### config.mk
export PLATFORM = sky130hd
export DESIGN_NAME = base64_stream_codec
export DESIGN_NICKNAME = d
export VERILOG_FILES = /design/src/sv/b64c_pkg.sv /design/src/sv/b64c_front.sv /design/src/sv/b64c_queue.sv /design/src/sv/b64c_back.sv /design/src/sv/base64_stream_codec.sv
export SDC_FILE = /design/constraint.sdc
export NUM_CORES = 1
export LEC_CHECK = 0
export BUFFER_PORTS_ARGS = -buffer_cell sky130_fd_sc_hd__buf_2
export CAP_MARGIN = 0
export CORE_MARGIN = 4
export CORE_UTILIZATION = 60
export DETAILED_ROUTE_END_ITERATION = 7
export PLACE_DENSITY_LB_ADDON = 0.3
export SLEW_MARGIN = 10
export SYNTH_ARGS = -nofsm -noshare
export SYNTH_HDL_FRONTEND = slang
export SYNTH_SLANG_ARGS = --single-unit
### constraint.sdc
create_clock -name aclk -period 4.6 [get_ports aclk]
set_clock_uncertainty 0.1 [all_clocks]
set_input_delay 0.46 -clock aclk [delete_from_list [all_inputs] [get_ports aclk]]
set_output_delay 0.46 -clock aclk [all_outputs]
set_load 0.05 [all_outputs]
### src/sv/b64c_pkg.sv
package b64c_pkg;

    localparam logic [7:0] PAD_CHAR = 8'h3D;

    typedef struct packed {
        logic [7:0] data_byte;
        logic       last_byte;
    } in_item_t;

    typedef struct packed {
        logic [7:0] out_byte;
        logic       out_last;
    } out_item_t;

    // one finished group: up to four result bytes, first in bytes[0]
    typedef struct packed {
        logic [3:0][7:0] bytes;
        logic [1:0]      last_idx;
        logic            last;
    } job_t;

    function automatic logic [7:0] enc_char(input logic [5:0] v);
        logic [7:0] c;
        if (v < 6'd26) begin
            c = {2'b00, v} + 8'h41;
        end else if (v < 6'd52) begin
            c = {2'b00, v} + 8'h47;
        end else if (v < 6'd62) begin
            c = {2'b00, v} - 8'd4;
        end else if (v == 6'd62) begin
            c = 8'h2B;
        end else begin
            c = 8'h2F;
        end
        return c;
    endfunction

    // anything outside the alphabet, pad included, gives zero
    function automatic logic [5:0] dec_value(input logic [7:0] c);
        logic [7:0] t;
        t = 8'h00;
        if (c >= 8'h41 && c <= 8'h5A) begin
            t = c - 8'h41;
        end else if (c >= 8'h61 && c <= 8'h7A) begin
            t = c - 8'h47;
        end else if (c >= 8'h30 && c <= 8'h39) begin
            t = c + 8'd4;
        end else if (c == 8'h2B) begin
            t = 8'd62;
        end else if (c == 8'h2F) begin
            t = 8'd63;
        end
        return t[5:0];
    endfunction

endpackage

### src/sv/b64c_front.sv
module b64c_front (
    input  logic                aclk,
    input  logic                aresetn,
    input  logic                cfg_valid,
    output logic                cfg_ready,
    input  logic                cfg_data,
    input  logic                s_valid,
    output logic                s_ready,
    input  b64c_pkg::in_item_t  s_data,
    input  logic                q_full,
    output logic                q_push,
    output b64c_pkg::job_t      q_job
);
    import b64c_pkg::*;

    logic        mode_reg, mode_next;
    logic [23:0] buf_reg, buf_next;
    logic [1:0]  cnt_reg, cnt_next;
    logic        pad_reg, pad_next;

    logic        accept;
    logic [7:0]  d;
    logic        lst;
    logic [5:0]  v;
    logic        is_pad;
    logic [23:0] cur_enc;
    logic [23:0] cur_dec;

    assign cfg_ready = 1'b1;
    // no item is taken in a cycle that writes the mode
    assign s_ready   = !q_full && !cfg_valid;
    assign accept    = s_valid && s_ready;
    assign d         = s_data.data_byte;
    assign lst       = s_data.last_byte;
    assign v         = dec_value(d);
    assign is_pad    = (d == PAD_CHAR);

    always_comb begin
        case (cnt_reg)
            2'd0:    cur_enc = buf_reg | {d, 16'h0000};
            2'd1:    cur_enc = buf_reg | {8'h00, d, 8'h00};
            default: cur_enc = buf_reg | {16'h0000, d};
        endcase
    end

    always_comb begin
        case (cnt_reg)
            2'd0:    cur_dec = buf_reg | {v, 18'h0};
            2'd1:    cur_dec = buf_reg | {6'h0, v, 12'h0};
            2'd2:    cur_dec = buf_reg | {12'h0, v, 6'h0};
            default: cur_dec = buf_reg | {18'h0, v};
        endcase
    end

    always_comb begin
        mode_next      = mode_reg;
        buf_next       = buf_reg;
        cnt_next       = cnt_reg;
        pad_next       = pad_reg;
        q_push         = 1'b0;
        q_job.bytes    = '0;
        q_job.last_idx = 2'd3;
        q_job.last     = lst;
        if (cfg_valid && cfg_ready) begin
            mode_next = cfg_data;
            buf_next  = '0;
            cnt_next  = '0;
            pad_next  = 1'b0;
        end else if (accept) begin
            if (!mode_reg) begin
                q_job.bytes[0] = enc_char(cur_enc[23:18]);
                q_job.bytes[1] = enc_char(cur_enc[17:12]);
                q_job.bytes[2] = enc_char(cur_enc[11:6]);
                q_job.bytes[3] = enc_char(cur_enc[5:0]);
                if (cnt_reg == 2'd2) begin
                    q_push   = 1'b1;
                    buf_next = '0;
                    cnt_next = '0;
                end else if (lst) begin
                    // partial group: pad out to four characters
                    q_push = 1'b1;
                    if (cnt_reg == 2'd0) begin
                        q_job.bytes[2] = PAD_CHAR;
                    end
                    q_job.bytes[3] = PAD_CHAR;
                    buf_next = '0;
                    cnt_next = '0;
                end else begin
                    buf_next = cur_enc;
                    cnt_next = cnt_reg + 2'd1;
                end
            end else begin
                q_job.bytes[0] = cur_dec[23:16];
                q_job.bytes[1] = cur_dec[15:8];
                q_job.bytes[2] = cur_dec[7:0];
                if (cnt_reg == 2'd3) begin
                    q_push = 1'b1;
                    if (is_pad) begin
                        q_job.last_idx = pad_reg ? 2'd0 : 2'd1;
                    end else begin
                        q_job.last_idx = 2'd2;
                    end
                    buf_next = '0;
                    cnt_next = '0;
                    pad_next = 1'b0;
                end else if (lst) begin
                    // unfinished group is dropped
                    buf_next = '0;
                    cnt_next = '0;
                    pad_next = 1'b0;
                end else begin
                    buf_next = cur_dec;
                    cnt_next = cnt_reg + 2'd1;
                    if (cnt_reg == 2'd2 && is_pad) begin
                        pad_next = 1'b1;
                    end
                end
            end
        end
    end

    always_ff @(posedge aclk) begin
        if (!aresetn) begin
            mode_reg <= 1'b0;
            buf_reg  <= '0;
            cnt_reg  <= '0;
            pad_reg  <= 1'b0;
        end else begin
            mode_reg <= mode_next;
            buf_reg  <= buf_next;
            cnt_reg  <= cnt_next;
            pad_reg  <= pad_next;
        end
    end

endmodule

### src/sv/b64c_queue.sv
module b64c_queue #(
    parameter int DEPTH = 2
) (
    input  logic            aclk,
    input  logic            aresetn,
    input  logic            push,
    input  b64c_pkg::job_t  wr_job,
    input  logic            pop,
    output b64c_pkg::job_t  rd_job,
    output logic            q_valid,
    output logic            q_full
);
    import b64c_pkg::*;

    localparam int AW = (DEPTH > 1) ? $clog2(DEPTH) : 1;
    localparam int CW = $clog2(DEPTH + 1);

    job_t             slots_reg [DEPTH];
    logic [AW-1:0]    wr_ptr_reg, wr_ptr_next;
    logic [AW-1:0]    rd_ptr_reg, rd_ptr_next;
    logic [CW-1:0]    count_reg, count_next;

    assign q_valid = (count_reg != '0);
    assign q_full  = (count_reg == CW'(DEPTH));
    assign rd_job  = slots_reg[rd_ptr_reg];

    always_comb begin
        wr_ptr_next = wr_ptr_reg;
        rd_ptr_next = rd_ptr_reg;
        count_next  = count_reg;
        if (push) begin
            wr_ptr_next = (wr_ptr_reg == AW'(DEPTH - 1)) ? '0 : wr_ptr_reg + 1'b1;
        end
        if (pop) begin
            rd_ptr_next = (rd_ptr_reg == AW'(DEPTH - 1)) ? '0 : rd_ptr_reg + 1'b1;
        end
        if (push && !pop) begin
            count_next = count_reg + 1'b1;
        end else if (pop && !push) begin
            count_next = count_reg - 1'b1;
        end
    end

    always_ff @(posedge aclk) begin
        if (!aresetn) begin
            wr_ptr_reg <= '0;
            rd_ptr_reg <= '0;
            count_reg  <= '0;
        end else begin
            wr_ptr_reg <= wr_ptr_next;
            rd_ptr_reg <= rd_ptr_next;
            count_reg  <= count_next;
        end
    end

    always_ff @(posedge aclk) begin
        if (push) begin
            slots_reg[wr_ptr_reg] <= wr_job;
        end
    end

endmodule

### src/sv/b64c_back.sv
module b64c_back (
    input  logic                aclk,
    input  logic                aresetn,
    input  logic                q_valid,
    input  b64c_pkg::job_t      q_job,
    output logic                q_pop,
    output logic                m_valid,
    input  logic                m_ready,
    output b64c_pkg::out_item_t m_data
);
    import b64c_pkg::*;

    logic [1:0] idx_reg, idx_next;
    logic       m_valid_reg, m_valid_next;
    out_item_t  m_data_reg, m_data_next;
    logic       load;
    logic       done;

    assign load    = q_valid && (!m_valid_reg || m_ready);
    assign done    = (idx_reg == q_job.last_idx);
    assign q_pop   = load && done;
    assign m_valid = m_valid_reg;
    assign m_data  = m_data_reg;

    always_comb begin
        idx_next             = idx_reg;
        m_valid_next         = m_valid_reg;
        m_data_next          = m_data_reg;
        if (load) begin
            m_valid_next         = 1'b1;
            m_data_next.out_byte = q_job.bytes[idx_reg];
            m_data_next.out_last = q_job.last && done;
            idx_next             = done ? 2'd0 : idx_reg + 2'd1;
        end else if (m_ready) begin
            m_valid_next = 1'b0;
        end
    end

    always_ff @(posedge aclk) begin
        if (!aresetn) begin
            idx_reg     <= '0;
            m_valid_reg <= 1'b0;
        end else begin
            idx_reg     <= idx_next;
            m_valid_reg <= m_valid_next;
        end
    end

    always_ff @(posedge aclk) begin
        m_data_reg <= m_data_next;
    end

endmodule

### src/sv/base64_stream_codec.sv
// Streaming base64 codec. With decode_mode at 0 each input item is a raw byte; every third
// byte, or a last_byte flag, yields four characters (partial groups padded with '='). With
// decode_mode at 1 each item is a character; every fourth yields three, two or one bytes
// depending on trailing pads, and a group cut short by last_byte is dropped. The front end
// takes one input item per cycle unless q_full or cfg_valid is high, and hands finished
// groups to a QUEUE_DEPTH-entry queue; the back end emits one result per cycle while
// m_ready allows, from a registered output, so encoding is bounded by the single result
// per cycle of the output and decoding by the input. Results pass a queue slot and then
// the output register. Write decode_mode only while idle; any write clears the group.
module base64_stream_codec #(
    parameter int QUEUE_DEPTH = 2
) (
    input  logic                aclk,
    input  logic                aresetn,
    input  logic                cfg_valid,
    output logic                cfg_ready,
    input  logic                cfg_data,
    input  logic                s_valid,
    output logic                s_ready,
    input  b64c_pkg::in_item_t  s_data,
    output logic                m_valid,
    input  logic                m_ready,
    output b64c_pkg::out_item_t m_data
);
    import b64c_pkg::*;

    logic q_push;
    logic q_pop;
    logic q_valid;
    logic q_full;
    job_t wr_job;
    job_t rd_job;

    b64c_front u_front (
        .aclk      (aclk),
        .aresetn   (aresetn),
        .cfg_valid (cfg_valid),
        .cfg_ready (cfg_ready),
        .cfg_data  (cfg_data),
        .s_valid   (s_valid),
        .s_ready   (s_ready),
        .s_data    (s_data),
        .q_full    (q_full),
        .q_push    (q_push),
        .q_job     (wr_job)
    );

    b64c_queue #(
        .DEPTH (QUEUE_DEPTH)
    ) u_queue (
        .aclk    (aclk),
        .aresetn (aresetn),
        .push    (q_push),
        .wr_job  (wr_job),
        .pop     (q_pop),
        .rd_job  (rd_job),
        .q_valid (q_valid),
        .q_full  (q_full)
    );

    b64c_back u_back (
        .aclk    (aclk),
        .aresetn (aresetn),
        .q_valid (q_valid),
        .q_job   (rd_job),
        .q_pop   (q_pop),
        .m_valid (m_valid),
        .m_ready (m_ready),
        .m_data  (m_data)
    );

    a_no_overflow: assert property (@(posedge aclk) disable iff (!aresetn)
        q_push |-> !q_full)
        else $error("group pushed into full queue");

    a_no_underflow: assert property (@(posedge aclk) disable iff (!aresetn)
        q_pop |-> q_valid)
        else $error("group popped from empty queue");

    a_space_after_pop: assert property (@(posedge aclk) disable iff (!aresetn)
        (q_pop && !q_push) |=> !q_full)
        else $error("queue full right after a pop");

endmodule
==> reports/summary.log <==
qor: detailed_routing.drt-wirelength-per-cell 23.9 um
qor: clocking.ctsHoldBuffers 0
qor: worst_setup_path.path_class flop to flop
qor: clocking.clock_transition_at_the_register_clock_pins_on_the_worst_setup_and_hold_paths_after_cts 70 ps
qor: worst_hold_path.hold_end u_front.mode_reg
qor: run.number_of_maximum_capacitance_violations 0
qor: worst_setup_path.worst-r2r-cell-count 9
qor: placement.gp_routability_congestion 1.09
qor: synth.synth_top_area_cells sky130_fd_sc_hd__edfxtp_1 (32%), sky130_fd_sc_hd__dfxtp_1 (9.6%), sky130_fd_sc_hd__ha_1 (5.7%)
qor: power.p_clk_frac 0.455
qor: power.combPwrFrac 0.149
qor: detailed_routing.ant_nets 0
qor: floorplan.chipWidth 120 um
qor: sta.setup_viol 0
qor: placement.dp_slack 861 ps
qor: synth.number_of_synthesis_warnings 0
qor: worst_setup_path.arrival 3780 ps
qor: placement.placed_area 7750 um^2
qor: sta.final_hold_viol_count 0
qor: synth.yosysSeqAreaShare 0.411
qor: sta.setup_repair_after_global_routing_missed_its_margin false
qor: sta.tightestPinTransition 1070 ps
qor: worst_hold_path.holdCritPathClass input port to flop
qor: worst_setup_path.crit_required 4650 ps
qor: detailed_routing.drt_wl_total 22900 um
qor: worst_setup_path.crit_path_end_kind flop
qor: synth.ys.flop_type sky130_fd_sc_hd__edfxtp_1
qor: global_routing.first_global_vias 6273
qor: worst_setup_path.rr_startpoint u_front.cnt_reg[0]
qor: sta.post-route-period-util 0.811
qor: cells_and_area.finish.instance_area 8350 um^2
qor: placement.placed_cell_count 925
qor: synth.mappedNetlistArea 7530 um^2
qor: floorplan.design.core.area 12200 um^2
qor: synth.ys_ff_latch 115
qor: worst_setup_path.critical_path.max_fanout 23
qor: sta.maxSlewViolCount 0
qor: floorplan.initial_utilization 0.619
qor: worst_hold_path.hold_path_origin cfg_data
qor: cells_and_area.antenna_cells 0
qor: clocking.post_cts_resized 0
qor: synth.yosysUniqueCellTypes 74
qor: detailed_routing.first_pass_iters 7
qor: global_routing.grtUsageTotal 0.318
qor: worst_setup_path.destination_of_the_worst_register_to_register_timing_path u_queue.slots_reg[0][14]
qor: clocking.tritoncts_clock_tree done
qor: global_routing.grt_first_pass_wirelength 35600 um
qor: power.ir_drop 0.303 mV
qor: synth.post_syn_area_per_cell 9.80 um^2
qor: global_routing.grt_antenna_before_repair 0
qor: detailed_routing.drc 0
qor: synth.yosys.cell_count.top_type sky130_fd_sc_hd__edfxtp_1
qor: sta.fin_crit 3730 ps
qor: cells_and_area.n_fill_cell 903
qor: cells_and_area.nNetsFinal 825
qor: cells_and_area.final_layout_size_suffix_gt1_frac 0.141
qor: clocking.numClockSinks 115
qor: cells_and_area.largest_reg_flops 70
qor: synth.yosysTopAreaCell sky130_fd_sc_hd__edfxtp_1
qor: power.power.switching_fraction 0.288
qor: cells_and_area.stdcell_count 957
qor: power.power_per_cell_area 352 nW/um^2
qor: power.switching_power 0.847 mW
qor: outcome.status finished, final reports clean
qor: detailed_routing.via_count 6792
qor: sta.fin_setup_tns 0 ps
qor: floorplan.die_area 14400 um^2
qor: cells_and_area.area.growth.synth_to_final 10.9%
qor: clocking.worst_skew_pair.late_latency 410 ps
qor: worst_setup_path.timing.critical_path.from_type flop
qor: sta.timing.slew.headroom 0.284
qor: synth.synth-async-reset-ratio 0
qor: power.cell_internal_pwr 2.09 mW
qor: synth.synthesis.instances 768
qor: synth.synth_enable_flop_cells 79
qor: worst_hold_path.min_path_cells 3
qor: clocking.ctsHtreeMaxLevel 4
qor: clocking.cts-root-buf sky130_fd_sc_hd__clkbuf_16
qor: power.p_leak 2.96 nW
qor: global_routing.grt_start_max_net_pins 40
qor: clocking.numCtsBuffers 17
qor: synth.synth_common_cells sky130_fd_sc_hd__edfxtp_1 (79), sky130_fd_sc_hd__a21oi_1 (56), sky130_fd_sc_hd__o21ai_0 (55)
qor: worst_setup_path.setup.reg_to_reg.worst_slack 870 ps
qor: floorplan.fp.dieH 120 um
qor: sta.max_clock_freq 0.268 GHz
qor: floorplan.pin_count 27
qor: global_routing.grt_overflow 0
qor: power.pwr-share-seq 0.396
qor: detailed_routing.vias_per_cell 7.10
qor: detailed_routing.initialDrtViolationCount 1327
qor: synth.synth_top_area_frac 0.315
qor: placement.port-buffer-count 25
qor: clocking.post-cts-setup-buffer-count 0
qor: clocking.cts-root-to-sink-buffers 2
qor: sta.fin_ws 868 ps
qor: floorplan.rows 40
qor: placement.place_hpwl 15600 um
-- per-layer routing --
| layer | up-vias | share of wire | track usage | routed length (um) |
|---|---|---|---|---|
| li1 | 2991 | - | - | - |
| met1 | 3195 | 0.38 | 0.421 | 8680 |
| met2 | 514 | 0.47 | 0.519 | 10800 |
| met3 | 92 | 0.11 | 0.0641 | 2480 |
| met4 | 0 | 0.039 | 0.118 | 894 |
| met5 | - | 0 | 0 | 0 |
-- how the worst max path moves through the flow --
stage	from	to	slack, ps	depth (start not counted)
6_report	u_front.cnt_reg[0]	u_queue.slots_reg[0][14]	870	9
5_1_grt	u_front.cnt_reg[0]	u_queue.slots_reg[0][21]	650	10
3_5_place_dp	s_data[3]	u_queue.slots_reg[1][17]	860	9
3_3_place_gp	s_data[2]	u_queue.slots_reg[0][17]	1040	9
2_1_floorplan	cfg_valid	u_queue.slots_reg[0][0]	1390	5
4_1_cts	u_front.cnt_reg[0]	u_queue.slots_reg[0][14]	1010	9
-- power by group through the flow --
stage | sequential [mW] | combinational [mW] | clock (mW)
floorplan | 1.21 | 0.274 | 0
global placement | 1.18 | 0.413 | 0
detailed placement | 1.18 | 0.419 | 0
CTS | 1.16 | 0.424 | 1.34
global route | 1.17 | 0.463 | 1.39
finish | 1.16 | 0.437 | 1.34
-- cell type report --
cell class | instances | area (um^2) | area share
clock inverter | 13 | 134 | 0.0160
tap | 168 | 210 | 0.0252
timing repair buffer | 37 | 215 | 0.0258
clock buffer | 19 | 464 | 0.0556
inverter | 30 | 113 | 0.0135
multi-input combinational | 575 | 4120 | 0.493
sequential | 115 | 3090 | 0.371
-- metrics by stage --
stage	hold WS, ps	util	power (mW)
3_3_place_gp	363	0.637	1.59
4_1_cts	230	0.686	2.93
2_1_floorplan	352	-	1.48
3_5_place_dp	376	0.637	1.60
6_report	238	0.686	2.94
5_1_grt	253	0.686	3.02
-- critical path, stage by stage (launching register included) --
cell and delay, ps:
sky130_fd_sc_hd__dfxtp_1 410, sky130_fd_sc_hd__ha_1 720, sky130_fd_sc_hd__a21o_1 340, sky130_fd_sc_hd__ha_1 350, sky130_fd_sc_hd__a21oi_1 70, sky130_fd_sc_hd__a21oi_1 350
sky130_fd_sc_hd__nand2b_1 240, sky130_fd_sc_hd__o22ai_1 90, sky130_fd_sc_hd__a221o_1 370, sky130_fd_sc_hd__o21ai_0 430
-- cell usage in the layout, fill, tap and decap left out, drive strengths merged, types with 7 or more instances in the layout --
| cell type | instances |
|---|---|
| or3 | 8 |
| o221ai | 8 |
| o211ai | 16 |
| a211oi | 16 |
| nand2 | 44 |
| a221oi | 8 |
| o21a | 7 |
| nor2b | 17 |
| nor3 | 15 |
| edfxtp | 79 |
| nor2 | 51 |
| a31oi | 21 |
| inv | 40 |
| dfxtp | 36 |
| o22ai | 11 |
| buf | 37 |
| mux2i | 12 |
| o21ai | 58 |
| xnor2 | 13 |
| clkbuf | 19 |
| and2 | 10 |
| a22oi | 19 |
| nand2b | 7 |
| mux2 | 8 |
| mux4 | 16 |
| a21o | 21 |
| and3 | 7 |
| a21oi | 57 |
| ha | 34 |
| nand3 | 14 |
-- logic make-up after synthesis --
kind of cell             synth area share
XOR/XNOR                           0.0163
flip-flops                          0.411
other                            0.000998
AND/OR/NAND/NOR                     0.137
adder cells (fa/ha/maj)            0.0565
multiplexers                       0.0758
AO/OA/AOI/OAI                       0.260
buffers and inverters              0.0427
Power figures use the tool's default switching activity.
